===== config.mk =====
export PLATFORM = sky130hd
export DESIGN_NAME = qrs_div
export DESIGN_NICKNAME = d
export VERILOG_FILES = /design/src/hdl/qrs_pkg.sv /design/src/hdl/qrs_div.sv
export SDC_FILE = /design/constraint.sdc
export NUM_CORES = 2
export LEC_CHECK = 0
export BUFFER_PORTS_ARGS = -buffer_cell sky130_fd_sc_hd__clkbuf_2
export CORE_MARGIN = 2
export CORE_UTILIZATION = 60
export CTS_CLUSTER_DIAMETER = 30
export DETAILED_ROUTE_END_ITERATION = 6
export MAX_ROUTING_LAYER = met4
export PLACE_DENSITY_LB_ADDON = 0.05
export SETUP_SLACK_MARGIN = 0.3
export SLEW_MARGIN = 40
export SYNTH_ARGS = -nofsm -noshare
export SYNTH_HDL_FRONTEND = slang
export SYNTH_SLANG_ARGS = --single-unit

===== constraint.sdc =====
create_clock -name clk -period 10.87 [get_ports clk]
set_clock_uncertainty 0.1 [all_clocks]
set_input_delay 1.6305 -clock clk [delete_from_list [all_inputs] [get_ports clk]]
set_output_delay 1.6305 -clock clk [all_outputs]
set_load 0.01 [all_outputs]

===== src/hdl/qrs_pkg.sv =====
// ----------------------------------------------------------------------------
// qrs_pkg: shared types and constants for the quadratic root solver
// Root kind codes and the fixed result width.
// ----------------------------------------------------------------------------
package qrs_pkg;

  // result value width, Q23.16 at the default fraction width
  localparam int VALUE_WIDTH = 40;
  localparam int KIND_WIDTH  = 2;

  typedef enum logic [KIND_WIDTH-1:0] {
    KIND_TWO_REAL = 2'd0,
    KIND_DOUBLE   = 2'd1,
    KIND_COMPLEX  = 2'd2,
    KIND_A_ZERO   = 2'd3
  } root_kind_t;

endpackage


===== src/hdl/qrs_div.sv =====
// ----------------------------------------------------------------------------
// qrs_div: pipelined unsigned divider
// Restoring division, one quotient bit per stage; sideband rides along.
// ----------------------------------------------------------------------------
module qrs_div #(
  parameter int NUM_W = 35,
  parameter int DEN_W = 17,
  parameter int SB_W  = 1
) (
  input  logic             clk,
  input  logic             rst_n,
  input  logic             en,
  input  logic             in_valid,
  input  logic [NUM_W-1:0] in_num,
  input  logic [DEN_W-1:0] in_den,
  input  logic [SB_W-1:0]  in_side,
  output logic             out_valid,
  output logic [NUM_W-1:0] out_quo,
  output logic [SB_W-1:0]  out_side
);
  import qrs_pkg::*;

  logic             v_r   [NUM_W];
  logic [NUM_W-1:0] n_r   [NUM_W];
  logic [DEN_W-1:0] d_r   [NUM_W];
  logic [DEN_W-1:0] rem_r [NUM_W];
  logic [NUM_W-1:0] q_r   [NUM_W];
  logic [SB_W-1:0]  sb_r  [NUM_W];

  for (genvar k = 0; k < NUM_W; k++) begin : g_stage
    logic             v_cur;
    logic [NUM_W-1:0] n_cur;
    logic [DEN_W-1:0] d_cur;
    logic [DEN_W-1:0] rem_cur;
    logic [NUM_W-1:0] q_cur;
    logic [SB_W-1:0]  sb_cur;
    logic [DEN_W:0]   remx, dx, diff;
    logic             ge;

    if (k == 0) begin : g_head
      assign v_cur   = in_valid;
      assign n_cur   = in_num;
      assign d_cur   = in_den;
      assign rem_cur = '0;
      assign q_cur   = '0;
      assign sb_cur  = in_side;
    end else begin : g_body
      assign v_cur   = v_r[k-1];
      assign n_cur   = n_r[k-1];
      assign d_cur   = d_r[k-1];
      assign rem_cur = rem_r[k-1];
      assign q_cur   = q_r[k-1];
      assign sb_cur  = sb_r[k-1];
    end

    // shift in the next numerator bit and try a subtract
    assign remx = {rem_cur, n_cur[NUM_W-1]};
    assign dx   = {1'b0, d_cur};
    assign ge   = (remx >= dx);
    assign diff = remx - dx;

    always_ff @(posedge clk) begin
      if (!rst_n) begin
        v_r[k] <= 1'b0;
      end else if (en) begin
        v_r[k] <= v_cur;
      end
    end

    always_ff @(posedge clk) begin
      if (en) begin
        n_r[k]   <= n_cur << 1;
        d_r[k]   <= d_cur;
        rem_r[k] <= ge ? diff[DEN_W-1:0] : remx[DEN_W-1:0];
        q_r[k]   <= {q_cur[NUM_W-2:0], ge};
        sb_r[k]  <= sb_cur;
      end
    end
  end

  assign out_valid = v_r[NUM_W-1];
  assign out_quo   = q_r[NUM_W-1];
  assign out_side  = sb_r[NUM_W-1];

endmodule


Word level (Yosys, flattened, before mapping)
Memories as Yosys holds them, arrays and structs flattened.
Index checks and enable logic that the tools add are counted.
{ "classes": {"addsub": 35, "multipliers": 0, "div_mod_pow": 0, "magnitude_cmp": 35, "eq_ne": 0, "n_shift": 0, "muxes": 75, "n_bitwise": 35, "n_reduce_logical": 0} }
{ "op_table": {"columns": ["operator", "count"], "rows": [
  ["greater-or-equal comparator 18 x 17 -> 1 bit", 34],
  ["two-way mux 17 bit", 35],
  ["subtractor 17 bit", 34],
  ["two-way mux 1 bit", 40],
  ["OR 1 bit", 35],
  ["greater-or-equal comparator 1 x 17 -> 1 bit", 1],
  ["subtractor 1 x 17 -> 17 bit", 1]
]} }
{ "word_totals": {"register_bits": 0, "latch_bits": 0, "ram_bits": 3675, "rom_bits": 0, "inputBits": 57, "mem_count": 6} }
{ "memory_table": {"columns": ["memory", "depth", "word_bits", "rd", "rd_clocked_by_memory_dff", "wr", "line", "rtl"], "rows": [
  ["q_r", 35, 35, 35, 0, 35, "qrs_div.sv:27", "logic [NUM_W-1:0] q_r [NUM_W];"],
  ["n_r", 35, 34, 34, 0, 35, "qrs_div.sv:24", "logic [NUM_W-1:0] n_r [NUM_W];"],
  ["d_r", 35, 17, 34, 0, 35, "qrs_div.sv:25", "logic [DEN_W-1:0] d_r [NUM_W];"],
  ["rem_r", 35, 17, 34, 0, 35, "qrs_div.sv:26", "logic [DEN_W-1:0] rem_r [NUM_W];"],
  ["sb_r", 35, 1, 35, 0, 35, "qrs_div.sv:28", "logic [SB_W-1:0] sb_r [NUM_W];"],
  ["v_r", 35, 1, 35, 0, 35, "qrs_div.sv:23", "logic v_r [NUM_W];"]
]} }

Logic depth before layout (Yosys ltp)
{ "logic_depth": {"ltp_word": 4, "depth_mapped": 14} }

Worst setup path before layout
No wires, ideal clock.
{ "synth_path": {"kind": "reg-to-reg", "startpoint": "memory n_r[15][33] (netlist name)", "endpoint": "memory rem_r[16][10], data pin", "setup_time_ps": 260, "t_arrival_ps": 3099, "required_time_ps": 10510, "setup_slack_ps": 7410, "stages_incl_launch_ff": 14, "path_buffers": 1, "cell_sequence": "edfxtp_1 -> inv_1 -> ha_1 -> inv_1 -> fa_1 -> a21o_1 -> a221oi_2 -> a21oi_2 -> a311oi_2 -> o21ai_1 -> o211a_1 -> nor3_4 -> buf_8 -> mux2_4"} }
{ "synth_rtl": {"columns": ["element", "line"], "rows": [
  ["from (decl)", "qrs_div.sv:24"],
  ["to (decl)", "qrs_div.sv:26"]
]} }

==> flow_results.org <==
** Critical path
- Worst path depth :: 13
- Largest stage delay on the critical path :: 0.44 ns
- Family of cells with the greatest summed delay on the critical path :: compound AO/OA/AOI/OAI gates
- Of all nets on the critical path, the largest fanout is 10.
- Worst Reg2Reg Path Length in Cells :: 13
- STA classifies the critical path endpoint as a register.
- Startpoint type of the worst setup path :: register
- Data arrival, critical path :: 4.60 ns
- Required arrival time at the worst endpoint :: 11.43 ns
- Kind of critical path :: register to register
- The slowest stage of the critical path belongs to the cell nor3_4.
- Number of buffer and inverter instances along the worst setup path :: 3
- Top cell by count, worst path :: inv_1
- Traced cell by cell, the critical path runs through inv_1 -> ha_1 -> inv_1 -> fa_1 -> a21o_1 -> a221oi_2 -> a21oi_2 -> a311oi_2 -> o21ai_1 -> o211a_1 -> nor3_4 -> buf_4 -> mux2_2.

** Yosys
- Number of library cell types mapped by synthesis :: 87
- Synthesis produced 7307 cells.
- The largest total area in the synthesized netlist belongs to edfxtp_1.
- During synthesis, Yosys emitted a total of 0 warnings.
- Fraction of post-synthesis cell area in the top cell type by area :: 0.683
- Largest cells by area after synthesis :: edfxtp_1 (68%), ha_1 (6.7%), mux2_2 (3.6%), inv_1 (2.6%), xnor2_1 (2.5%)
- edfxtp_1 is the most common cell in the netlist.
- Async SR Flop Fraction :: 0
- Register bit count reported by yosys :: 2451
- Avg Inst Size Synth :: 14.7 µm²
- In the synthesized netlist, the cells that appear most often are edfxtp_1 (2450), inv_1 (743), ha_1 (580).
- Sequential element share of the synthesized area :: 0.683
- When the netlist entered floorplanning its net count stood at 7977.
- Yosys mapped a number of flops with a built-in enable equal to 2450.
- Cell area after synthesis :: 108000 µm²
- For this run, the leading register cell type out of synthesis is edfxtp_1.

** Drt
- After detailed routing, the number of vias per cell comes to 5.52.
- In the routed design, unresolved DRC markers number 0.
- Total vias in the final route :: 58200
- After detailed routing, the average wire length per cell comes to 17.5 µm.
- Post-Route WL :: 185000 µm
- The detail route stage leaves a number of antenna-violating nets equal to 0.
- The first detailed-routing pass ran for 6 iterations.
- DRT iter0 DRCs :: 3624

** Power and ir drop
- Dividing total power by cell area gives a power density of 302 nW/µm².
- Leakage component of the power :: 49.4 nW
- Worst IR drop on VDD :: 0.180 mV
- Total power after layout :: 38.2 mW

** Clock tree
- No sink is reached through more buffers than the 4 on the longest clock path.
- For this design, the CTS-stage hold fixing added 0 buffers.
- CTS Buf Count :: 444
- The root buffer cell chosen for the clock tree is clkbuf_16.
- Num Clock Sinks :: 2451
- Clock latency on the worst-skew pair :: 0.94 ns
- Number of setup buffers added after CTS :: 0
- TritonCTS clock tree :: done
- Post-cts resize count :: 0
- Clock-pin slew was measured on the worst setup and hold paths at 0.05 ns.
- The H-tree was split into 5 levels.

** Place
- Worst setup slack after placement :: 6.33 ns
- Final weighted congestion of routability-driven global placement :: 0.928
- During placement, the flow inserted port buffers numbering 93.
- Detailed placement ended at an HPWL of 120000 µm.

** STA
- Setup violations remaining at the end of the flow were counted as 0.
- Hold violation total from the final report :: 0
- Actual transition at the worst max-transition pin :: 0.886 ns
- The worst pin sits at a relative slew slack of 0.409.
- The max-slew violation count was 0.
- Setup repair after global routing missed its margin :: no
- Crit share post-route :: 0.371
- Setup slack of the critical path after layout :: 6.83 ns
- Maximum clock rate :: 0.248 GHz
- Final min period :: 4.04 ns
- For the final routed database, the setup TNS stands at 0 ns.

** Min path
- Depth of the worst hold-timing path :: 0
- In this run the worst hold path is classified as register to register.

** Floorplanning
- Starting density of the core :: 0.604
- The die is 428 µm wide.
- The floorplan step defined a die boundary enclosing 183000 µm².
- Number of ports placed on the die boundary :: 94
- Core Box Area :: 178000 µm²
- Row generation in the floorplan step produced 155 rows.
- Overall die height :: 428 µm

** GRT
- The number of antenna violations at the first check in global routing came to 0.
- Pin count of the biggest net entering global routing :: 172
- For this run, the total global-route usage over all layers was measured as 0.210.
- The first global-routing pass estimated 298000 µm of wire.
- After global routing the overflow that remains totals 0.
- The number of global-route vias before repair was 58000.

** Cells and area
- Fraction of layout instances using a drive strength above 1 :: 0.159
- Compared with the post-synthesis result, the final layout area differs by 17.3%.
- The filler cells instantiated in the layout total 11700.
- For this run, the post-layout net count is 8491.

** Job
- Across the run, the number of max-cap violations was 0.

** Outcome
- Outcome :: finished clean
per-stage QoR:
step | instances | utilization | area (µm²) | hold slack (ns)
after floorplan | 7307 | - | 108000 | 0.300
after global placement | 9713 | 0.623 | 111000 | 0.300
after detailed placement | 9725 | 0.624 | 111000 | 0.305
after CTS | 10500 | 0.707 | 126000 | 0.292
after global routing | 10500 | 0.708 | 126000 | 0.298
final | 10500 | 0.708 | 126000 | 0.293
layout make-up:
| cell class | count | area [µm²] | share of cell area |
|---|---|---|---|
| flip-flops and latches | 2451 | 73600 | 0.583 |
| multi-input cells | 4034 | 31000 | 0.246 |
| clock buffers | 484 | 11300 | 0.0896 |
| clock inverters | 323 | 3500 | 0.0277 |
| well taps | 2355 | 2950 | 0.0233 |
| inverters | 744 | 2790 | 0.0221 |
| repair buffers | 146 | 1150 | 0.00912 |
| diodes | 1 | 2.50 | 0.0000198 |
worst paths after layout:
check	startpoint	to	slack [ns]
min	q_r[28][4]	q_r[29][5]	0.29
max reg2reg	n_r[15][33]	rem_r[16][1]	6.83
max	n_r[15][33]	rem_r[16][1]	6.83
min reg2reg	q_r[28][4]	q_r[29][5]	0.29
flip-flops by register name (all words and copies together) (netlist names):
name and count:
q_r 630, n_r 595, d_r 578, rem_r 578, sb_r 35, v_r 35
cell families (layout without fill, tap and decap cells):
group           Yosys count  in the layout  share of synthesized area
buf+inv                 822           1697                     0.0293
fa+ha+maj               613            613                     0.0735
flops                  2451           2451                      0.683
xor+xnor                455            455                     0.0370
simple gates           1190           1190                     0.0535
mux                     394            394                     0.0414
compound gates         1382           1382                     0.0819
other cells               0              1                          0
power by group:
part	internal [mW]	switching, mW	total, mW
Sequential	12.8	0.973	13.8
Clock	8.83	4.59	13.4
Combinational	5.21	5.72	10.9
cell usage in the layout, fill, tap and decap left out, types with 30 or more instances in the layout:
master      synthesis  routed
edfxtp_1         2450    2450
inv_1             743     743
ha_1              580     580
a21oi_1           453     452
clkbuf_16           0     447
nor2_1            383     383
mux2_2            347     347
xnor2_1           306     306
o21ai_0           255     254
nand2_1           235     235
a21o_1            204     203
xor2_1            149     149
nor3_1            125     125
clkbuf_2            0      92
o21bai_1           89      89
nand3_1            82      82
and3_1             70      70
nand4_1            69      69
clkinv_2            0      67
a211oi_1           65      65
nor2b_1            61      61
inv_6               0      55
bufinv_16           0      54
clkinvlp_4          0      54
a31oi_1            51      51
o21a_1             50      50
clkinv_1            1      46
nand2b_1           41      41
or3_1              40      40
clkbuf_1           50      37
clkinv_4            0      35
fa_1               33      33
mux2i_1            30      30
buf_4               5      30
layer usage:
metal	global-route usage	up-vias	wire length, µm
met5	-	-	0
met4	0.0878	0	6680
met3	0.0312	515	7220
met2	0.320	1308	85400
met1	0.284	27800	85600
li1	-	28500	-
(Power assumes the default switching activity.)
