**config.mk**
```make
export PLATFORM = sky130hd
export DESIGN_NAME = qrs_sqrt
export DESIGN_NICKNAME = d
export VERILOG_FILES = /design/src/hdl/qrs_pkg.sv /design/src/hdl/qrs_sqrt.sv
export SDC_FILE = /design/constraint.sdc
export NUM_CORES = 2
export LEC_CHECK = 0
export BUFFER_PORTS_ARGS = -buffer_cell sky130_fd_sc_hd__buf_2
export CORE_MARGIN = 8
export CORE_UTILIZATION = 55
export DETAILED_ROUTE_END_ITERATION = 6
export GPL_TIMING_DRIVEN = 0
export PLACE_DENSITY_LB_ADDON = 0.2
export RECOVER_POWER = 100
export SETUP_SLACK_MARGIN = 0.4
export SKIP_LAST_GASP = 1
export SLEW_MARGIN = 40
export SYNTH_ARGS = -nofsm -noshare
export SYNTH_HDL_FRONTEND = slang
export SYNTH_MEMORY_MAX_BITS = 65536
export SYNTH_SLANG_ARGS = --single-unit
```
**constraint.sdc**
```tcl
create_clock -name clk -period 10.4 [get_ports clk]
set_input_delay 1.56 -clock clk [delete_from_list [all_inputs] [get_ports clk]]
set_output_delay 1.56 -clock clk [all_outputs]
set_load 0.005 [all_outputs]
```
**src/hdl/qrs_pkg.sv**
```systemverilog
// ----------------------------------------------------------------------------
// qrs_pkg: shared types and constants for the quadratic root solver
// Root kind codes and the fixed result width.
// ----------------------------------------------------------------------------
package qrs_pkg;

  // result value width, Q23.16 at the default fraction width
  localparam int VALUE_WIDTH = 40;
  localparam int KIND_WIDTH  = 2;

  typedef enum logic [KIND_WIDTH-1:0] {
    KIND_TWO_REAL = 2'd0,
    KIND_DOUBLE   = 2'd1,
    KIND_COMPLEX  = 2'd2,
    KIND_A_ZERO   = 2'd3
  } root_kind_t;

endpackage

```
**src/hdl/qrs_sqrt.sv**
```systemverilog
// ----------------------------------------------------------------------------
// qrs_sqrt: pipelined integer square root of |D| * 4^F
// One root bit per stage, restoring digit method; sideband rides along.
// ----------------------------------------------------------------------------
module qrs_sqrt #(
  parameter int IN_W      = 33,
  parameter int FRAC_BITS = 16,
  parameter int SB_W      = 1
) (
  input  logic                                  clk,
  input  logic                                  rst_n,
  input  logic                                  en,
  input  logic                                  in_valid,
  input  logic [IN_W-1:0]                       in_val,
  input  logic [SB_W-1:0]                       in_side,
  output logic                                  out_valid,
  output logic [(IN_W+2*FRAC_BITS+1)/2-1:0]     out_root,
  output logic [SB_W-1:0]                       out_side
);
  import qrs_pkg::*;

  localparam int RW = (IN_W + 2 * FRAC_BITS + 1) / 2;
  localparam int PW = 2 * RW;

  logic          v_r    [RW];
  logic [PW-1:0] x_r    [RW];
  logic [RW:0]   rem_r  [RW];
  logic [RW-1:0] root_r [RW];
  logic [SB_W-1:0] sb_r [RW];

  for (genvar k = 0; k < RW; k++) begin : g_stage
    logic            v_cur;
    logic [PW-1:0]   x_cur;
    logic [RW:0]     rem_cur;
    logic [RW-1:0]   root_cur;
    logic [SB_W-1:0] sb_cur;
    logic [RW+2:0]   remx, trial, diff;
    logic            ge;

    if (k == 0) begin : g_head
      assign v_cur    = in_valid;
      assign x_cur    = PW'(in_val) << (2 * FRAC_BITS);
      assign rem_cur  = '0;
      assign root_cur = '0;
      assign sb_cur   = in_side;
    end else begin : g_body
      assign v_cur    = v_r[k-1];
      assign x_cur    = x_r[k-1];
      assign rem_cur  = rem_r[k-1];
      assign root_cur = root_r[k-1];
      assign sb_cur   = sb_r[k-1];
    end

    // bring down the next bit pair, try (root*4 + 1)
    assign remx  = {rem_cur, x_cur[PW-1 -: 2]};
    assign trial = {1'b0, root_cur, 2'b01};
    assign ge    = (remx >= trial);
    assign diff  = remx - trial;

    always_ff @(posedge clk) begin
      if (!rst_n) begin
        v_r[k] <= 1'b0;
      end else if (en) begin
        v_r[k] <= v_cur;
      end
    end

    always_ff @(posedge clk) begin
      if (en) begin
        x_r[k]    <= x_cur << 2;
        rem_r[k]  <= ge ? diff[RW:0] : remx[RW:0];
        root_r[k] <= {root_cur[RW-2:0], ge};
        sb_r[k]   <= sb_cur;
      end
    end
  end

  assign out_valid = v_r[RW-1];
  assign out_root  = root_r[RW-1];
  assign out_side  = sb_r[RW-1];

endmodule

```
# Yosys cells after proc, flatten, opt, wreduce, memory -nomap -nowiden

Memory sizes are Yosys's and may differ from the RTL's.
Index checks and enable logic that the tools add are counted.

Register bits after elaboration: 0
RAM bits: 4389
Input port bits: 38
Output and inout bits: 35
Logic and storage cells: 175
Memories: 5

Add/sub/neg operators: 33
Magnitude comparators: 33
Mux-type cells: 71
Bitwise operators: 33

Memory list:

| name   | words | width | read ports | clocked after Yosys merged registers in | wr ports | RTL line       | RTL |
|---|---|---|---|---|---|---|---|
| x_r    | 33    | 64    | 32         | 0                                       | 33       | qrs_sqrt.sv:26 | `logic [PW-1:0] x_r [RW];` |
| rem_r  | 33    | 34    | 32         | 0                                       | 33       | qrs_sqrt.sv:27 | `logic [RW:0] rem_r [RW];` |
| root_r | 33    | 33    | 33         | 0                                       | 33       | qrs_sqrt.sv:28 | `logic [RW-1:0] root_r [RW];` |
| sb_r   | 33    | 1     | 33         | 0                                       | 33       | qrs_sqrt.sv:29 | `logic [SB_W-1:0] sb_r [RW];` |
| v_r    | 33    | 1     | 33         | 0                                       | 33       | qrs_sqrt.sv:25 | `logic v_r [RW];` |

Operators with widths:

| operator                                                            | count |
|---|---|
| 36-bit by 35-bit greater-or-equal comparator with 1-bit output      | 32 |
| 34-bit two-way mux                                                  | 33 |
| 34-bit subtractor                                                   | 32 |
| 1-bit two-way mux                                                   | 38 |
| 1-bit OR                                                            | 33 |
| 1-bit by 1-bit subtractor with 2-bit output (second input constant) | 1 |
| 1-bit greater-or-equal comparator (second input constant)           | 1 |

# Logic depth before layout (Yosys ltp)

Word-level depth: 4
Mapped depth: 15
Depth with buffers taken out: 14

# Least setup slack after synthesis

Ideal clock, no wire load.

Path type: reg2reg
Start point: memory rem_r[0][850] in the netlist's numbering
End point: memory rem_r[0][897] in the netlist's numbering (data pin)
Setup time: 0.260 ns
Data arrival time: 3.612 ns
Data required time: 10.140 ns
Path slack: 6.528 ns
Stages on the path, launching flop included: 13
Buffers on the path: 0
Period minus slack after synthesis: 3.872 ns
Cells stage by stage: edfxtp_1 ha_1 fa_1 a21o_1 a21oi_1 o21ai_0 a32oi_1 o31a_1 o31a_1 o21ai_0 nor4_1 clkinv_1 mux2_2

RTL lines:

| element         | RTL line |
|---|---|
| start, declared | qrs_sqrt.sv:27 |

==> impl_results.md <==
* Synthesized cell area at 98170 um^2
* Tot Pwr at 0.02371 W
* Vias at 63770
* Hold/Removal Path Class: flip-flop to flip-flop
* CP Capture Type: flip-flop
* Final setup viols at 0
* Multiplexer share of the synthesized area at 0.9470%
* Clock buffer count from CTS at 200
* Die ar. at 192300 um^2
* Hold Path Stages at 0
* CTS-repair resized insts at 0
* Worst VDD drop at 0.1660 mV
* Drt total wl at 206.2 mm
* Rows at 155
* Net Switching at 0.007024 W
* TNS Setup at 0 ns
* Top_reg_cell synth: edfxtp_1
* CP required at 10.84 ns
* RSZ-0062 raised after global routing: false
* Drt first pass iters at 6
* Critical-path cell list: clkbuf_1 -> buf_16 -> buf_16 -> buf_16 -> buf_16 -> buf_16 -> nand2b_1
* Worst Skew at 0.04189 ns
* CTS clock-pin slew for the worst setup and hold paths at 0.06 ns
* Startpoint Class: input pin
* Ranking of synthesized cells by area: edfxtp_1 (59%), ha_1 (7.2%), xor2_1 (3.7%)
* Fillers at 13890
* Largest net degree at the start of global routing at 117
* Initial DRC count at 4831
* Crit path time final at 6.984 ns
* R2R Setup Slk at 5.22 ns
* Initial antenna violation count at 0
* Post-synthesis adder-cell area fraction at 7.481%
* Total global-route track usage at 20.93%
* Post-synth EDFFs at 1915
* Fraction of layout cells with a size suffix above 1 at 5.424%
* Sequential power share at 45.6%
* NumNets Final at 9201
* Crit Path Category: input pin to flip-flop
* Half-perimeter wire length after placement at 153.3 mm
* I/O Pins at 73
* Area Overhead vs Synth at 10.87%
* Synth Instances at 8290
* Antenna cells at 0
* H-tree depth at 4
* PD cells at 217.8 nW/um^2
* Post-synthesis xor/xnor area fraction at 7.262%
* Crit Reg-Reg Startpoint: rem_r[0][442]
* Crit path top cell by count: buf_16
* Slew Limit Fails at 177
* F_max at 0.1432 GHz
* Ys async rst share at 0%
* Total of max-cap violations at 2
* Slew @ Worst Pin at 3.433 ns
* Seq/Total Area, Yosys at 58.60%
* Yosys top cell area share at 58.58%
* CTS Sinks at 1916
* Root buf cell: clkbuf_16
* Fin. Hold Viols at 0
* First-pass GRT wire length at 327.1 mm
* Synth warn at 0
* Maximum fanout along the worst path at 116
* Int Power at 0.01668 W
* Mean Syn Cell Area at 11.84 um^2
* Via/cell ratio at 5.738
* Simple-Gate Fraction of Synth Area at 11.11%
* Crit path max-delay family: buffers and inverters
* Worst setup path start: en
* Reg2Reg Depth at 12
* Leak at 42.28 nW
* Compound-gate portion of the synthesized area at 11.26%
* Relative slew slack at -128.9%
* DR WL/cell at 18.55 um
* Skew-Pair Late Insertion Delay at 0.85 ns
* Logic pwr share at 23.2%
* DRC violations left at 0
* Hold endpoint: x_r[0][626]
* Period utilization at 67.15%
* Post-CTS Hold Fix Bufs at 0
* Switching Share at 29.63%
* Die width at 438.5 um
* DIE HEIGHT at 438.5 um
* Syn nets at 8906
* Clk pwr share at 31.1%
* CTS tree: built
* Largest family of logic cells by synthesized area: compound AO/OA/AOI/OAI gates
* Setup bufs post-CTS at 0
* Reg area at 57530 um^2
* Multi-input gate area at 37390 um^2
* Initial Util at 55.20%
* GPL Wtd Cong at 0.9067
* R2r endpoint: rem_r[0][477]
* Slowest-stage cell, CP: clkbuf_1
* Crit-path max cell delay at 2.37 ns
* Vias in the first global route at 62400
* Total global routing overflow at 0
* IO buf count at 72
* Status: complete, but fails checks
* WP buf/inv at 6
* Yosys cell types at 87
* CTS Buffer Depth at 3
* Core Region at 177800 um^2
* Post-synthesis register bit count at 1916
* CP arrival at 7.42 ns
* Worst hold start: x_r[0][560]
* Routed Antenna Nets at 0
* Leading area contributor after synthesis: edfxtp_1
* Failing checks: max-capacitance violations, max-slew violations
## layer usage
layer / global-route usage, % / part of all wire [%]
met1: 25.96 / 42
met2: 37.59 / 50
met3: 2.659 / 4.4
met4: 7.641 / 3.7
met5: 0 / 0
## power by group through the flow
stage / Combinational [W] / Clock, W / Sequential, W
2_1_floorplan: 0.00414 / 0 / 0.0106
3_3_place_gp: 0.00533 / 0 / 0.0114
4_1_cts: 0.00552 / 0.00756 / 0.0108
5_1_grt: 0.00615 / 0.00784 / 0.0109
3_5_place_dp: 0.00546 / 0 / 0.0110
6_report: 0.00551 / 0.00738 / 0.0108
## flip-flops by register name, summed over array words and instances (netlist names)
name / flops
root_r: 561
rem_r: 1017
x_r: 272
sb_r: 33
v_r: 33
## worst register-to-register path, delay by kind of cell (launching register included)
family | cells | cell delay, ns
DFF | 1 | 0.41
AOI/OAI and AO/OA | 6 | 1.79
adders and majority gates | 1 | 0.37
and+or+nand+nor | 3 | 1.40
buffers and inverters | 2 | 0.93
## metrics by stage
stage / utilization [%] / setup slack (ns) / cells / hold WS, ns / cell area (um^2)
2_1_floorplan: - / 6.528 / 8290 / 0.4003 / 98170
6_report: 61.20 / 3.416 / 11110 / 0.4144 / 108800
3_3_place_gp: 57.06 / -21.98 / 10720 / 0.4004 / 101500
3_5_place_dp: 57.41 / 5.024 / 10740 / 0.4045 / 102100
4_1_cts: 61.28 / 5.619 / 11110 / 0.4138 / 109000
5_1_grt: 61.20 / 2.895 / 11110 / 0.4177 / 108800
## cell usage in the layout, fill, tap and decap left out, types with 35 or more instances in the layout
cell type | Yosys | layout
edfxtp_1 | 1915 | 1915
inv_1 | 717 | 717
nand2_1 | 612 | 612
ha_1 | 563 | 563
a21oi_1 | 545 | 545
nor2_1 | 543 | 544
o21ai_0 | 508 | 509
xor2_1 | 410 | 410
xnor2_1 | 404 | 404
a21o_1 | 217 | 217
nor3_1 | 212 | 212
clkbuf_1 | 128 | 205
clkbuf_16 | 0 | 203
nand2b_1 | 126 | 126
nand3_1 | 120 | 120
nor4_1 | 109 | 107
or3_1 | 96 | 96
o21a_1 | 96 | 96
nor2b_1 | 78 | 78
nand4_1 | 68 | 68
and3_1 | 65 | 65
mux2_2 | 78 | 58
o21bai_1 | 57 | 57
a211oi_1 | 56 | 56
o31ai_1 | 53 | 53
or4_1 | 45 | 46
a31oi_1 | 45 | 45
clkinv_1 | 2 | 44
buf_2 | 6 | 41
clkinv_2 | 0 | 36
o211ai_1 | 35 | 35
## Yosys cell counts, types with 21 or more instances
library cell and n:
ha_1 563, nor2_1 543, and3_1 65, nor4_1 109
o21bai_1 57, nand2b_1 126, or2_2 30, nand2_1 612
nor2b_1 78, o31ai_1 53, or3_1 96, a21o_1 217
or4_1 45, a211oi_1 56, a31oi_1 45, nand3b_1 29
o211ai_1 35, xnor2_1 404, a21oi_1 545, clkbuf_1 128
edfxtp_1 1915, a21boi_0 21, o21ai_0 508, xor2_1 410
nand4_1 68, nor3_1 212, o21a_1 96, mux2_2 78
nand3_1 120, inv_1 717, and2_1 25
## cell families (layout without fill, tap and decap cells)
| group | after synthesis | in the layout |
|---|---|---|
| multiplexers | 83 | 83 |
| XOR/XNOR | 814 | 814 |
| flip-flops | 1916 | 1916 |
| adder cells (fa/ha/maj) | 578 | 578 |
| buffers and inverters | 868 | 1336 |
| AND/OR/NAND/NOR | 2230 | 2230 |
| AO/OA/AOI/OAI | 1800 | 1800 |
| other | 1 | 1 |
## final cells by class
cell class | count | area share (%)
Multi-Input combinational cell | 5506 | 34.35
Sequential cell | 1916 | 52.85
Clock inverter | 145 | 1.574
Inverter | 719 | 2.480
Clock buffer | 230 | 4.760
Buffer | 149 | 0.5150
Tap cell | 2355 | 2.707
Timing Repair Buffer | 93 | 0.7610
## worst max-delay path by stage
stage | depth (start not counted) | end | slack, ns
after floorplan | 12 | rem_r[0][897] | 6.53
after global routing | 7 | v_r[4] | 2.90
after detailed placement | 7 | v_r[23] | 5.02
after global placement | 2 | v_r[0] | -21.98
final | 7 | v_r[21] | 3.42
after CTS | 13 | rem_r[0][897] | 5.62
No activity file was read; power rests on OpenSTA's default activity.
