**src/hdl/qrs_pkg.sv**
```systemverilog
// ----------------------------------------------------------------------------
// qrs_pkg: shared types and constants for the quadratic root solver
// Root kind codes and the fixed result width.
// ----------------------------------------------------------------------------
package qrs_pkg;

  // result value width, Q23.16 at the default fraction width
  localparam int VALUE_WIDTH = 40;
  localparam int KIND_WIDTH  = 2;

  typedef enum logic [KIND_WIDTH-1:0] {
    KIND_TWO_REAL = 2'd0,
    KIND_DOUBLE   = 2'd1,
    KIND_COMPLEX  = 2'd2,
    KIND_A_ZERO   = 2'd3
  } root_kind_t;

endpackage

```
**src/hdl/qrs_queue.sv**
```systemverilog
// ----------------------------------------------------------------------------
// qrs_queue: short queue between classification and the solve pipeline
// Four entries, pointer based; either side may stall independently.
// ----------------------------------------------------------------------------
module qrs_queue #(
  parameter int DATA_W = 8
) (
  input  logic              clk,
  input  logic              rst_n,
  input  logic              in_valid,
  output logic              in_ready,
  input  logic [DATA_W-1:0] in_data,
  output logic              out_valid,
  input  logic              out_ready,
  output logic [DATA_W-1:0] out_data
);
  import qrs_pkg::*;

  localparam int DEPTH = 4;
  localparam int AW    = $clog2(DEPTH);

  logic [DATA_W-1:0] mem_r [DEPTH];
  logic [AW-1:0]     wr_r, rd_r;
  logic [AW:0]       cnt_r, cnt_nxt;
  logic              push, pop;

  assign in_ready  = (cnt_r != (AW+1)'(DEPTH));
  assign out_valid = (cnt_r != '0);
  assign push      = in_valid && in_ready;
  assign pop       = out_valid && out_ready;
  assign out_data  = mem_r[rd_r];

  always_comb begin
    cnt_nxt = cnt_r;
    if (push && !pop) begin
      cnt_nxt = cnt_r + 1'b1;
    end else if (pop && !push) begin
      cnt_nxt = cnt_r - 1'b1;
    end
  end

  always_ff @(posedge clk) begin
    if (!rst_n) begin
      wr_r  <= '0;
      rd_r  <= '0;
      cnt_r <= '0;
    end else begin
      cnt_r <= cnt_nxt;
      if (push) begin
        wr_r <= wr_r + 1'b1;
      end
      if (pop) begin
        rd_r <= rd_r + 1'b1;
      end
    end
  end

  always_ff @(posedge clk) begin
    if (push) begin
      mem_r[wr_r] <= in_data;
    end
  end

endmodule

```
**config.mk**
```make
export PLATFORM = sky130hd
export DESIGN_NAME = qrs_queue
export DESIGN_NICKNAME = d
export VERILOG_FILES = /design/src/hdl/qrs_pkg.sv /design/src/hdl/qrs_queue.sv
export SDC_FILE = /design/constraint.sdc
export NUM_CORES = 1
export LEC_CHECK = 0
export BUFFER_PORTS_ARGS = -buffer_cell sky130_fd_sc_hd__buf_2
export CAP_MARGIN = 20
export CORE_ASPECT_RATIO = 0.75
export CORE_MARGIN = 1
export CORE_UTILIZATION = 60
export CTS_CLUSTER_DIAMETER = 200
export DETAILED_ROUTE_END_ITERATION = 16
export PLACE_DENSITY = 0.83
export SLEW_MARGIN = 20
export SYNTH_ARGS = -nofsm -noshare
export SYNTH_HDL_FRONTEND = slang
export SYNTH_SLANG_ARGS = --single-unit
```
**constraint.sdc**
```tcl
create_clock -name clk -period 4.6 [get_ports clk]
set_input_delay 0.92 -clock clk [delete_from_list [all_inputs] [get_ports clk]]
set_output_delay 0.92 -clock clk [all_outputs]
set_load 0.01 [all_outputs]
```
Yosys cells after proc, flatten, opt, wreduce, memory -nomap -nowiden. Memories as Yosys holds them, arrays and structs flattened. A register that Yosys moved wholly into a read port is not among the register bits. Index checks and enable logic that the tools add are counted.

Output and inout bits: 10. Bits in writable memories: 32. Input bits: 12. Memories: 1. Flip-flop bits (word level): 7.

Memory list: mem_r (depth 4, width 8, read ports 1, clocked after Yosys merged registers in 1, wr ports 1, line qrs_queue.sv:22) `logic [DATA_W-1:0] mem_r [DEPTH];`.

$add $sub $neg: 4. Equality and inequality tests: 1. Muxes and demuxes: 6. Reduce and logical (&&, ||, !) cells: 8.

Operator list (number): $mux W3 (2); $add A2 B1 Y2 const B (2); $logic_and A1 B1 Y1 (4); $mux W2 (2); $add A3 B1 Y3 const B (1); $ne A3 B3 Y1 const B (1); $reduce_bool A3 Y1 (1); $sub A3 B1 Y3 const B (1); $logic_not A1 Y1 (2); $mux W1 (2); $reduce_bool A2 Y1 (1).

Longest topological paths before layout. Gate-level depths: netlist (run 1).

Depth after elaboration: 6. Mapped depth: 8. Gate-level depth less buffers: 8.

Least setup slack after synthesis (run 1). OpenSTA, ideal clock, no wires.

Path type: input -> register. Start point: in in_valid. End point: reg cnt_r[2]. Path buffers: 0. Stages: 7. Path slack: 2178 ps. Setup time: 76 ps. Arrival: 2346 ps. Data required time: 4524 ps. Path through: a21boi_4 > ha_1 > inv_1 > fa_1 > xor2_1 > or3_1 > a21boi_0.

Cells in the longest elaborated chain, start to end: 4. Elaborated cells between the ends (all ways): 6. Those cells by class: mux (1); reduce/logical (5).

Ends and longest elaborated chain: start, declared (line qrs_queue.sv:10) `input logic in_valid,`; $logic_and A1 B1 Y1 (*) (line qrs_queue.sv:29) `assign push = in_valid && in_ready;`; $logic_not A1 Y1 (line qrs_queue.sv:37) `end else if (pop && !push) begin`; $logic_and A1 B1 Y1 (line qrs_queue.sv:37); $reduce_bool A2 Y1 (no source line); end signal, assigned (line qrs_queue.sv:48) `cnt_r <= cnt_nxt;`; end, declared (line qrs_queue.sv:24) `logic [AW:0] cnt_r, cnt_nxt;`.

Mark *: on every way between the ends. The rest lies on a longest branch, timed or not. A chain may end at the register's enable or synchronous reset.

==> results of run 1 <==
-- report_power, final --
part	total (mW)	leakage (nW)	switching, mW	internal, mW
clock	0.228	0.0443	0.110	0.119
sequential	0.526	0.367	0.0698	0.456
combinational	0.267	0.262	0.125	0.143
-- final cells by class --
class / instances / area [um^2]
inverter: 3 / 11.26
clock buffer: 7 / 86.33
timing repair buffer: 21 / 105.1
sequential: 41 / 1141
fill: 175 / 742.0
multi-input combinational: 43 / 491.7
tap: 36 / 45.04
-- Yosys cell counts (2+ instances only) --
master,count
and2_1,8
clkbuf_1,2
dfxtp_1,9
edfxtp_1,32
ha_1,5
inv_1,3
mux2i_1,3
mux4_2,8
nand2_1,5
xnor2_1,3
-- layer usage --
metal	vias up	wire length, um
met1	422	1234
met2	39	1517
met3	5	285
met5	-	0
li1	389	-
met4	0	55
-- worst max path at each step --
stage	startpoint	end	slack (ns)	depth (start not counted)
2_1_floorplan	in_valid	cnt_r[2]	2.18	7
3_3_place_gp	in_valid	cnt_r[2]	2.07	8
3_5_place_dp	in_valid	cnt_r[2]	1.91	8
4_1_cts	register	out_data[3]	1.87	2
5_1_grt	register	out_data[3]	1.81	2
6_report	register	out_data[3]	1.89	2
-- cells by family after synthesis --
kind of cell               share of synthesized area
xor gates and xnor gates                     0.02115
muxes                                         0.1269
and+or+nand+nor                              0.05741
AOI/OAI and AO/OA                            0.04154
adders and majority gates                    0.04985
DFF                                           0.6888
buffers and inverters                        0.01435
-- through the flow --
step	hold slack (ns)	setup slack, ns
after floorplan	0.4677	2.178
after global placement	0.4896	2.069
after detailed placement	0.5039	1.908
after CTS	0.5154	1.866
after global routing	0.5600	1.809
final	0.5099	1.886
-- sequential cells by signal, summed over array words and instances (netlist names), named ones only --
name,cells
mem_r,32
cnt_r,3
rd_r,2
wr_r,2
-- worst min-delay path: stages (launching register included) --
cell and delay, ns:
dfxtp_1 0.34, nand2_1 0.07, mux2i_1 0.06
==> run_results.csv, run 1 <==
group,metric,value,unit
status,outcome,"completed",
final_layout,fin_cells,151,
cts,clk_latency,0.29,ns
placed_design,hpwl,2.243,mm
timing,hold_viol_final,0,
critical_path,critical_path_class,"reg2out",
cts,cts.clk_slew.worst_paths,0.07,ns
job,drv_cap,0,
hold_path,hold_path_depth,2,
critical_path,setup.worst_path.end_class,"primary output",
yosys,ys_async_sr_fraction,0,
floorplan,die-height,47.51,um
yosys,synth_cell_types,22,
yosys,synth_nets,108,
critical_path,crit_chain,"mux4_2 -> buf_2",
hold_path,whs_endpoint,"wr_r[1]",
hold_path,min_from,"wr_r[1]",
detailed_routing,ant_nets,0,
yosys,synthTopCellsByArea,"edfxtp_1, dfxtp_1, mux4_2",
yosys,synthFlopType,"edfxtp_1",
global_routing,grt_max_degree,12,
cts,root_buffer,"clkbuf_8",
final_layout,antenna_cells,0,
timing,timing.setup.tns,0,ns
floorplan,start_util,0.6317,
final_layout,area_growth,13.52,%
yosys,synth_top_cell_area_share,0.5801,
final_layout,final_util,0.7171,
critical_path,critPathTopFamily,"flip-flops",
floorplan,core_area,2623,um^2
global_routing,met1_usage,0.3040,
detailed_routing,drc,0,
placed_design,gp_congestion,0.7658,
yosys,synth_area,1657,um^2
timing,relSlewSlack,0.5939,
detailed_routing,wire_per_inst,20.48,um
critical_path,timing.rr.end,"cnt_r[2]",
global_routing,overflow,0,
cts,cts_tree,"done",
detailed_routing,route.vias.total,855,
placed_design,port-buffer-count,21,
timing,finalCritPeriodShare,0.5899,
timing,tightest_slew,0.6083,ns
critical_path,critical_path_buf_inv_count,1,
timing,timing.fmax,368.5,MHz
global_routing,met3_usage,0.06667,
placed_design,dp.cells,144,
floorplan,fp-row-count,16,
final_layout,mostFrequentLayoutCell,"edfxtp_1",
cts,cts_made_buffers,5,
yosys,synth.largest_area_cell,"edfxtp_1",
yosys,synth_edf_count,32,
cts,cts_hold_buffers,0,
global_routing,antenna_found_initial,0,
timing,fin_crit,2.714,ns
yosys,syn_area_per_cell,18.41,um^2
detailed_routing,wl,3.092,mm
hold_path,hold_path.class,"reg2reg",
cts,cts_max_level,2,
power_and_ir_drop,cellPowerDensity,543.4,nW/um^2
detailed_routing,avgViaCountPerCell,5.662,
yosys,ys_warn_count,0,
power_and_ir_drop,total_power,1.022,mW
critical_path,worstPathRequired,3.68,ns
detailed_routing,drt-pass1-iter-count,4,
placed_design,dpl-instance-area,1794,um^2
global_routing,grt.busiest_layer,"met2",
yosys,seq_area_frac_synth,0.6888,
timing,rsz0062_at_grt,"no",
power_and_ir_drop,total_leakage_power,0.6741,nW
detailed_routing,drt_iter0_drc,64,
global_routing,grtUsageTotal,0.2365,
yosys,synthCells,90,
floorplan,design.die.area,2977,um^2
floorplan,die_w,62.68,um
critical_path,start_kind,"register",
cts,post-cts-setup-buffer-count,0,
final_layout,drive_gt1_frac,0.3478,
final_layout,nets,133,
floorplan,io_pins,22,
timing,finalClockSkew,0.005416,ns
critical_path,max_stage_delay,0.71,ns
global_routing,grt_use_met2,0.3935,
critical_path,rrSetupSlack,2.26,ns
critical_path,cp_slowest_cell,"dfxtp_1",
final_layout,final_cell_mix,"edfxtp_1, buf_2, dfxtp_1",
timing,drv_slew,0,
global_routing,grt_pass1_wl,4.491,mm
critical_path,cp_max_fo,8,
power_and_ir_drop,vdd_drop_max,268.8,uV
yosys,ys_ff_latch,41,
global_routing,grt_pass1_vias,839,
critical_path,r2r_cells,8,
cts,clkSinkCount,41,
cts,cts-resized-gates,0,
critical_path,r2r-start,"cnt_r[0]",
cts,clockBufferDepth,2,
final_layout,final_area,1881,um^2
timing,setup_violations,0,
critical_path,critical_path_arrival,1.79,ns
No activity file was read; power rests on OpenSTA's default activity.
==> run 2, diff against run 1 <==
- ABC_AREA: default -> 1
- CORE_UTILIZATION: 60 -> 56
- PLACE_DENSITY: 0.83 -> 0.78
- clock period: 4.6 -> 2.8 ns (I/O delays scaled with it)
==> run_results.csv, run 2 <==
group,metric,value,unit
detailed_routing,drt-pass1-iter-count,4,
final_layout,mostFrequentLayoutCell,"edfxtp_1",
final_layout,top_regs,"mem_r: 32 flops, cnt_r: 3 flops",
yosys,syn_area_per_cell,11.72,um^2
placed_design,hpwl,1.905,mm
floorplan,die-height,49.55,um
critical_path,start_kind,"register",
timing,rsz0062_at_grt,"no",
yosys,synth_top_cell_area_share,0.5693,
power_and_ir_drop,internal-power,1.101,mW
power_and_ir_drop,p_clk_frac,0.218,
timing,fin_crit,2.047,ns
detailed_routing,wire_per_inst,13.02,um
yosys,synthCells,144,
global_routing,antenna_found_initial,0,
timing,setup_violations,0,
cts,clockBufferDepth,2,
detailed_routing,drc,0,
critical_path,timing.rr.end,"cnt_r[2]",
global_routing,overflow,0,
critical_path,crit_chain,"buf_4 -> o21ai_0 -> o22ai_1 -> buf_2",
yosys,synth_cell_types,19,
final_layout,fillers,201,
power_and_ir_drop,comb_power_share,0.293,
final_layout,multi_input_area,464.2,um^2
critical_path,critPathTopFamily,"flip-flops",
global_routing,grtUsageTotal,0.1891,
timing,timing.fmax,488.5,MHz
final_layout,final_util,0.7013,
detailed_routing,drt_iter0_drc,24,
yosys,ys_warn_count,0,
floorplan,die_w,65.40,um
cts,clkSinkCount,41,
cts,clk_latency,0.29,ns
critical_path,setup.worst_path.end_class,"primary output",
final_layout,drive_gt1_frac,0.2326,
hold_path,min_from,"in_data[5]",
yosys,synthFlopType,"edfxtp_1",
power_and_ir_drop,cellPowerDensity,862.7,nW/um^2
final_layout,antenna_cells,0,
yosys,ys_ff_latch,41,
global_routing,grt_pass1_wl,4.291,mm
cts,root_buffer,"clkbuf_8",
placed_design,gp_congestion,0.7625,
global_routing,met3_usage,0.06019,
final_layout,nets,189,
status,outcome,"completed",
placed_design,port-buffer-count,21,
critical_path,critical_path_class,"reg2out",
timing,finalCritPeriodShare,0.7311,
yosys,synthTopCellsByArea,"edfxtp_1, dfxtp_1, nor2_1",
yosys,synthTopCellsByCount,"edfxtp_1, nor2_1, inv_1",
final_layout,largest-register,"mem_r",
critical_path,cp_slowest_cell,"dfxtp_1",
timing,tightest_slew,0.7570,ns
critical_path,rrSetupSlack,0.98,ns
floorplan,design.die.area,3240,um^2
global_routing,met1_usage,0.2215,
floorplan,fp-row-count,16,
detailed_routing,wl,2.708,mm
critical_path,worstPathRequired,2.24,ns
yosys,seq_area_frac_synth,0.6761,
hold_path,whs_endpoint,"mem_r[1][5]",
final_layout,largest_register_ffs,32,
yosys,synth.most_common_cell,"edfxtp_1",
job,drv_cap,0,
final_layout,area_growth,13.12,%
global_routing,grt_pass1_vias,992,
critical_path,cp_max_fo,10,
final_layout,register_area,1141,um^2
critical_path,r2r-start,"cnt_r[0]",
detailed_routing,ant_nets,0,
final_layout,final_cell_mix,"edfxtp_1, nor2_1, buf_2",
timing,finalClockSkew,0.002965,ns
cts,cts_max_level,2,
cts,cts.clk_slew.worst_paths,0.07,ns
power_and_ir_drop,p_switching,0.5466,mW
cts,cts_tree,"done",
power_and_ir_drop,vdd_drop_max,514.7,uV
global_routing,grt.busiest_layer,"met2",
timing,hold_viol_final,0,
yosys,synth_edf_count,32,
cts,post-cts-setup-buffer-count,0,
yosys,ys_async_sr_fraction,0,
global_routing,grt_use_met2,0.3196,
detailed_routing,route.vias.total,1062,
power_and_ir_drop,switching_share,0.3318,
floorplan,io_pins,22,
yosys,synth.largest_area_cell,"edfxtp_1",
power_and_ir_drop,total_leakage_power,0.7436,nW
floorplan,core_area,2723,um^2
floorplan,start_util,0.6199,
timing,drv_slew,0,
critical_path,critical_path_buf_inv_count,2,
critical_path,critical_path_arrival,1.49,ns
detailed_routing,avgViaCountPerCell,5.106,
global_routing,grt_max_degree,17,
cts,cts_made_buffers,5,
yosys,synth_nets,162,
timing,relSlewSlack,0.4935,
timing,timing.setup.tns,0,ns
yosys,synth_area,1688,um^2
hold_path,hold_path.class,"in2reg",
cts,cts-resized-gates,0,
power_and_ir_drop,pwr-share-seq,0.490,
critical_path,max_stage_delay,0.49,ns
critical_path,r2r_cells,13,
cts,cts_hold_buffers,0,
hold_path,hold_path_depth,1,
-- run 2: cell types whose count changed after synthesis, sizes merged, moves of 4 or more --
cell / before / now
nand3: 0 / 4
inv: 3 / 16
and2: 8 / 0
o21ai: 1 / 17
mux4: 8 / 0
nand2: 5 / 15
nor2: 1 / 30
o22ai: 0 / 8
-- run 2: logic make-up after synthesis --
| kind of cell | after synthesis | synth area share |
|---|---|---|
| AOI/OAI and AO/OA | 28 | 0.09562 |
| xor gates and xnor gates | 1 | 0.005190 |
| adders and majority gates | 6 | 0.04893 |
| buffers and inverters | 18 | 0.04893 |
| DFF | 41 | 0.6761 |
| and+or+nand+nor | 50 | 0.1253 |
-- run 2: worst reg2reg max path, cell delays in order (launching register included) --
cell and delay (ns):
dfxtp_1 0.42, nor2_2 0.07, nand2_2 0.10, nand2_2 0.09, inv_2 0.08, ha_1 0.16
inv_1 0.07, fa_1 0.37, inv_1 0.06, nand2_1 0.04, nand3_1 0.10, nand2_1 0.06
nand2_1 0.06, nor2_1 0.04
-- run 2: power by group through the flow --
stage               clock network (mW)  registers (mW)  logic [mW]
finish                           0.359           0.807       0.482
global route                     0.385           0.817       0.547
CTS                              0.365           0.807       0.483
detailed placement                   0           0.821       0.481
global placement                     0           0.817       0.459
floorplan                            0           0.804       0.351
-- run 2: area by class of cell --
type                    instances  area share
repair buffers                 22     0.05898
clock inverters                 3    0.009174
inverters                      16     0.03145
multi-input cells              85      0.2431
clock buffers                   5     0.03604
flip-flops and latches         41      0.5976
well taps                      36     0.02359
-- run 2: worst max path at each step --
stage,startpoint,to,cells after the start
5_1_grt,register,out_data[5],4
4_1_cts,register,out_data[5],4
6_report,register,out_data[5],4
3_3_place_gp,in_valid,cnt_r[2],12
2_1_floorplan,cnt_r[1],cnt_r[1],9
3_5_place_dp,in_valid,cnt_r[2],12
-- run 2: per-stage QoR --
step | setup slack [ns] | power [mW] | hold WS (ns) | area (um^2) | instances
2_1_floorplan | 1.094 | 1.155 | 0.4640 | 1688 | 144
3_3_place_gp | 0.9737 | 1.275 | 0.4832 | 1823 | 200
3_5_place_dp | 0.8858 | 1.302 | 0.4986 | 1823 | 200
4_1_cts | 0.7598 | 1.656 | 0.4777 | 1909 | 208
5_1_grt | 0.6931 | 1.749 | 0.4785 | 1909 | 208
6_report | 0.7530 | 1.647 | 0.4851 | 1909 | 208
-- run 2: metal layers --
metal,vias up,share of wire
li1,546,-
met1,488,0.45
met2,22,0.50
met3,6,0.035
met4,0,0.014
met5,-,0
==> run 3, diff against run 2 <==
- ABC_AREA: 1 -> 0
- CORE_UTILIZATION: 56 -> 50
- PLACE_DENSITY: 0.78 -> 0.73
- clock period: 2.8 -> 1.74 ns (I/O delays scaled with it)
==> run_results.csv, run 3 (synthesized netlist as in run 1, its figures left out) <==
group,metric,value,unit
timing,finalClockSkew,0.003944,ns
floorplan,io_pins,22,
floorplan,core_area,3042,um^2
final_layout,largest_register_ffs,32,
global_routing,grt_max_degree,14,
timing,tightest_slew,0.3834,ns
floorplan,fp-row-count,17,
placed_design,port-buffer-count,21,
timing,rsz0062_at_grt,"yes",
placed_design,gp_congestion,0.7927,
final_layout,register_area,1154,um^2
power_and_ir_drop,total_leakage_power,0.7635,nW
status,outcome,"finished with violations",
global_routing,antenna_found_initial,0,
final_layout,largest-register,"mem_r",
floorplan,die-height,51.85,um
final_layout,area_growth,25.08,%
detailed_routing,drc,0,
timing,holdWs,0.2669,ns
final_layout,fillers,211,
floorplan,design.die.area,3550,um^2
timing,hold_viol_final,0,
job,drv_cap,0,
hold_path,hold_path.class,"in2reg",
critical_path,max_stage_delay,0.37,ns
timing,fin_crit,1.891,ns
timing,layout_setup_ws,-0.1512,ns
timing,timing.fmax,528.8,MHz
floorplan,die_w,68.47,um
global_routing,overflow,0,
timing,relSlewSlack,0.7441,
final_layout,multi_input_area,511.7,um^2
timing,finalCritPeriodShare,1.087,
cts,cts.clk_slew.worst_paths,0.08,ns
cts,root_buffer,"clkbuf_8",
final_layout,top_regs,"mem_r: 32 flops, cnt_r: 3 flops",
power_and_ir_drop,vdd_drop_max,777.2,uV
timing,drv_slew,0,
detailed_routing,wl,2.633,mm
critical_path,critical_path_arrival,2.11,ns
detailed_routing,drt-pass1-iter-count,4,
final_layout,drive_gt1_frac,0.4766,
critical_path,critical_path_class,"reg2reg",
final_layout,final_cell_mix,"edfxtp_1, buf_2, buf_4",
final_layout,mostFrequentLayoutCell,"edfxtp_1",
detailed_routing,ant_nets,0,
cts,cts_made_buffers,5,
cts,clockBufferDepth,2,
detailed_routing,wire_per_inst,15.86,um
power_and_ir_drop,cellPowerDensity,1447,nW/um^2
critical_path,start_kind,"register",
detailed_routing,drt_iter0_drc,63,
final_layout,nets,145,
critical_path,cp_max_fo,3,
critical_path,crit_chain,"o31ai_4 -> ha_4 -> inv_2 -> fa_2 -> xor2_1 -> or3_1 -> a21boi_1",
global_routing,grtUsageTotal,0.1792,
critical_path,setup.worst_path.end_class,"register",
status,violations,"negative setup slack",
final_layout,final_util,0.6812,
critical_path,worstPathRequired,1.96,ns
global_routing,grt_pass1_vias,836,
detailed_routing,route.vias.total,860,
detailed_routing,avgViaCountPerCell,5.181,
cts,clk_latency,0.29,ns
floorplan,start_util,0.5446,
cts,cts_hold_buffers,0,
critical_path,cp_slowest_cell,"dfxtp_4",
final_layout,antenna_cells,0,
cts,clkSinkCount,41,
global_routing,grt_pass1_wl,4.105,mm
timing,setup_violations,10,
cts,cts_tree,"done",
placed_design,hpwl,1.842,mm
cts,cts_max_level,2,
run 3: changes by cell type in the layout (fill, tap and decap cells not counted), sizes merged, moves of 4 or more:
cell   before  now
nor2       30    1
o21ai      17    1
inv        16    3
buf        22   33
nand2      15    5
and2        0    8
mux4        0    8
o22ai       8    0
nand3       4    0
run 3: area by class of cell:
cell class / count / area share
multi-input combinational: 43 / 0.2470
clock inverter: 2 / 0.006643
tap: 38 / 0.02295
sequential: 41 / 0.5568
inverter: 3 / 0.005435
clock buffer: 6 / 0.03986
timing repair buffer: 33 / 0.1214
run 3: power by group:
| part | internal [mW] | total [mW] | switching (mW) | leakage (nW) |
|---|---|---|---|---|
| logic | 0.603 | 1.02 | 0.421 | 0.343 |
| registers | 1.22 | 1.33 | 0.106 | 0.370 |
| clock network | 0.321 | 0.649 | 0.327 | 0.0512 |
| total | 2.14 | 3.00 | 0.854 | 0.764 |
run 3: final timing paths:
kind                    from  slack [ns]  depth (start not counted)     endpoint
setup reg to reg    cnt_r[1]       -0.15                          7     cnt_r[2]
hold / removal    in_data[3]        0.27                          1  mem_r[1][3]
hold reg to reg      wr_r[0]        0.50                          2      wr_r[0]
setup / recovery    cnt_r[1]       -0.15                          7     cnt_r[2]
run 3: timing repair:
action	4_1_cts	5_1_grt
endpoints found under the setup margin	10	10
buffers inserted	0	0
resized for setup	2	8
gates cloned	0	0
pin swaps	2	1
run 3: routing by layer:
metal  GRT usage  vias to the layer above  part of all wire
li1            -                      412                 -
met1      0.2326                      420              0.46
met2      0.2712                       20              0.48
met3     0.05263                        8             0.047
met4     0.09375                        0             0.022
met5           0                        -                 0
run 3: through the flow:
step | std cells | cell area [um^2] | total power, mW | TNS (ns) | worst slack (ns)
floorplan | 90 | 1684 | 1.907 | -0.09971 | -0.09971
global placement | 158 | 1927 | 2.237 | -0.06109 | -0.06109
detailed placement | 158 | 1927 | 2.274 | -0.1546 | -0.1546
CTS | 166 | 2031 | 2.933 | -0.5103 | -0.1625
global route | 166 | 2072 | 3.158 | -0.9427 | -0.2023
finish | 166 | 2072 | 2.997 | -0.3812 | -0.1512
run 3: worst max-delay path: cells and delay by family (launching register included):
| kind | cells | cell delay (ns) |
|---|---|---|
| adder cells (fa/ha/maj) | 2 | 0.52 |
| XOR/XNOR | 1 | 0.16 |
| AND/OR/NAND/NOR | 1 | 0.31 |
| buffers and inverters | 1 | 0.04 |
| flip-flops | 1 | 0.37 |
| AO/OA/AOI/OAI | 2 | 0.43 |
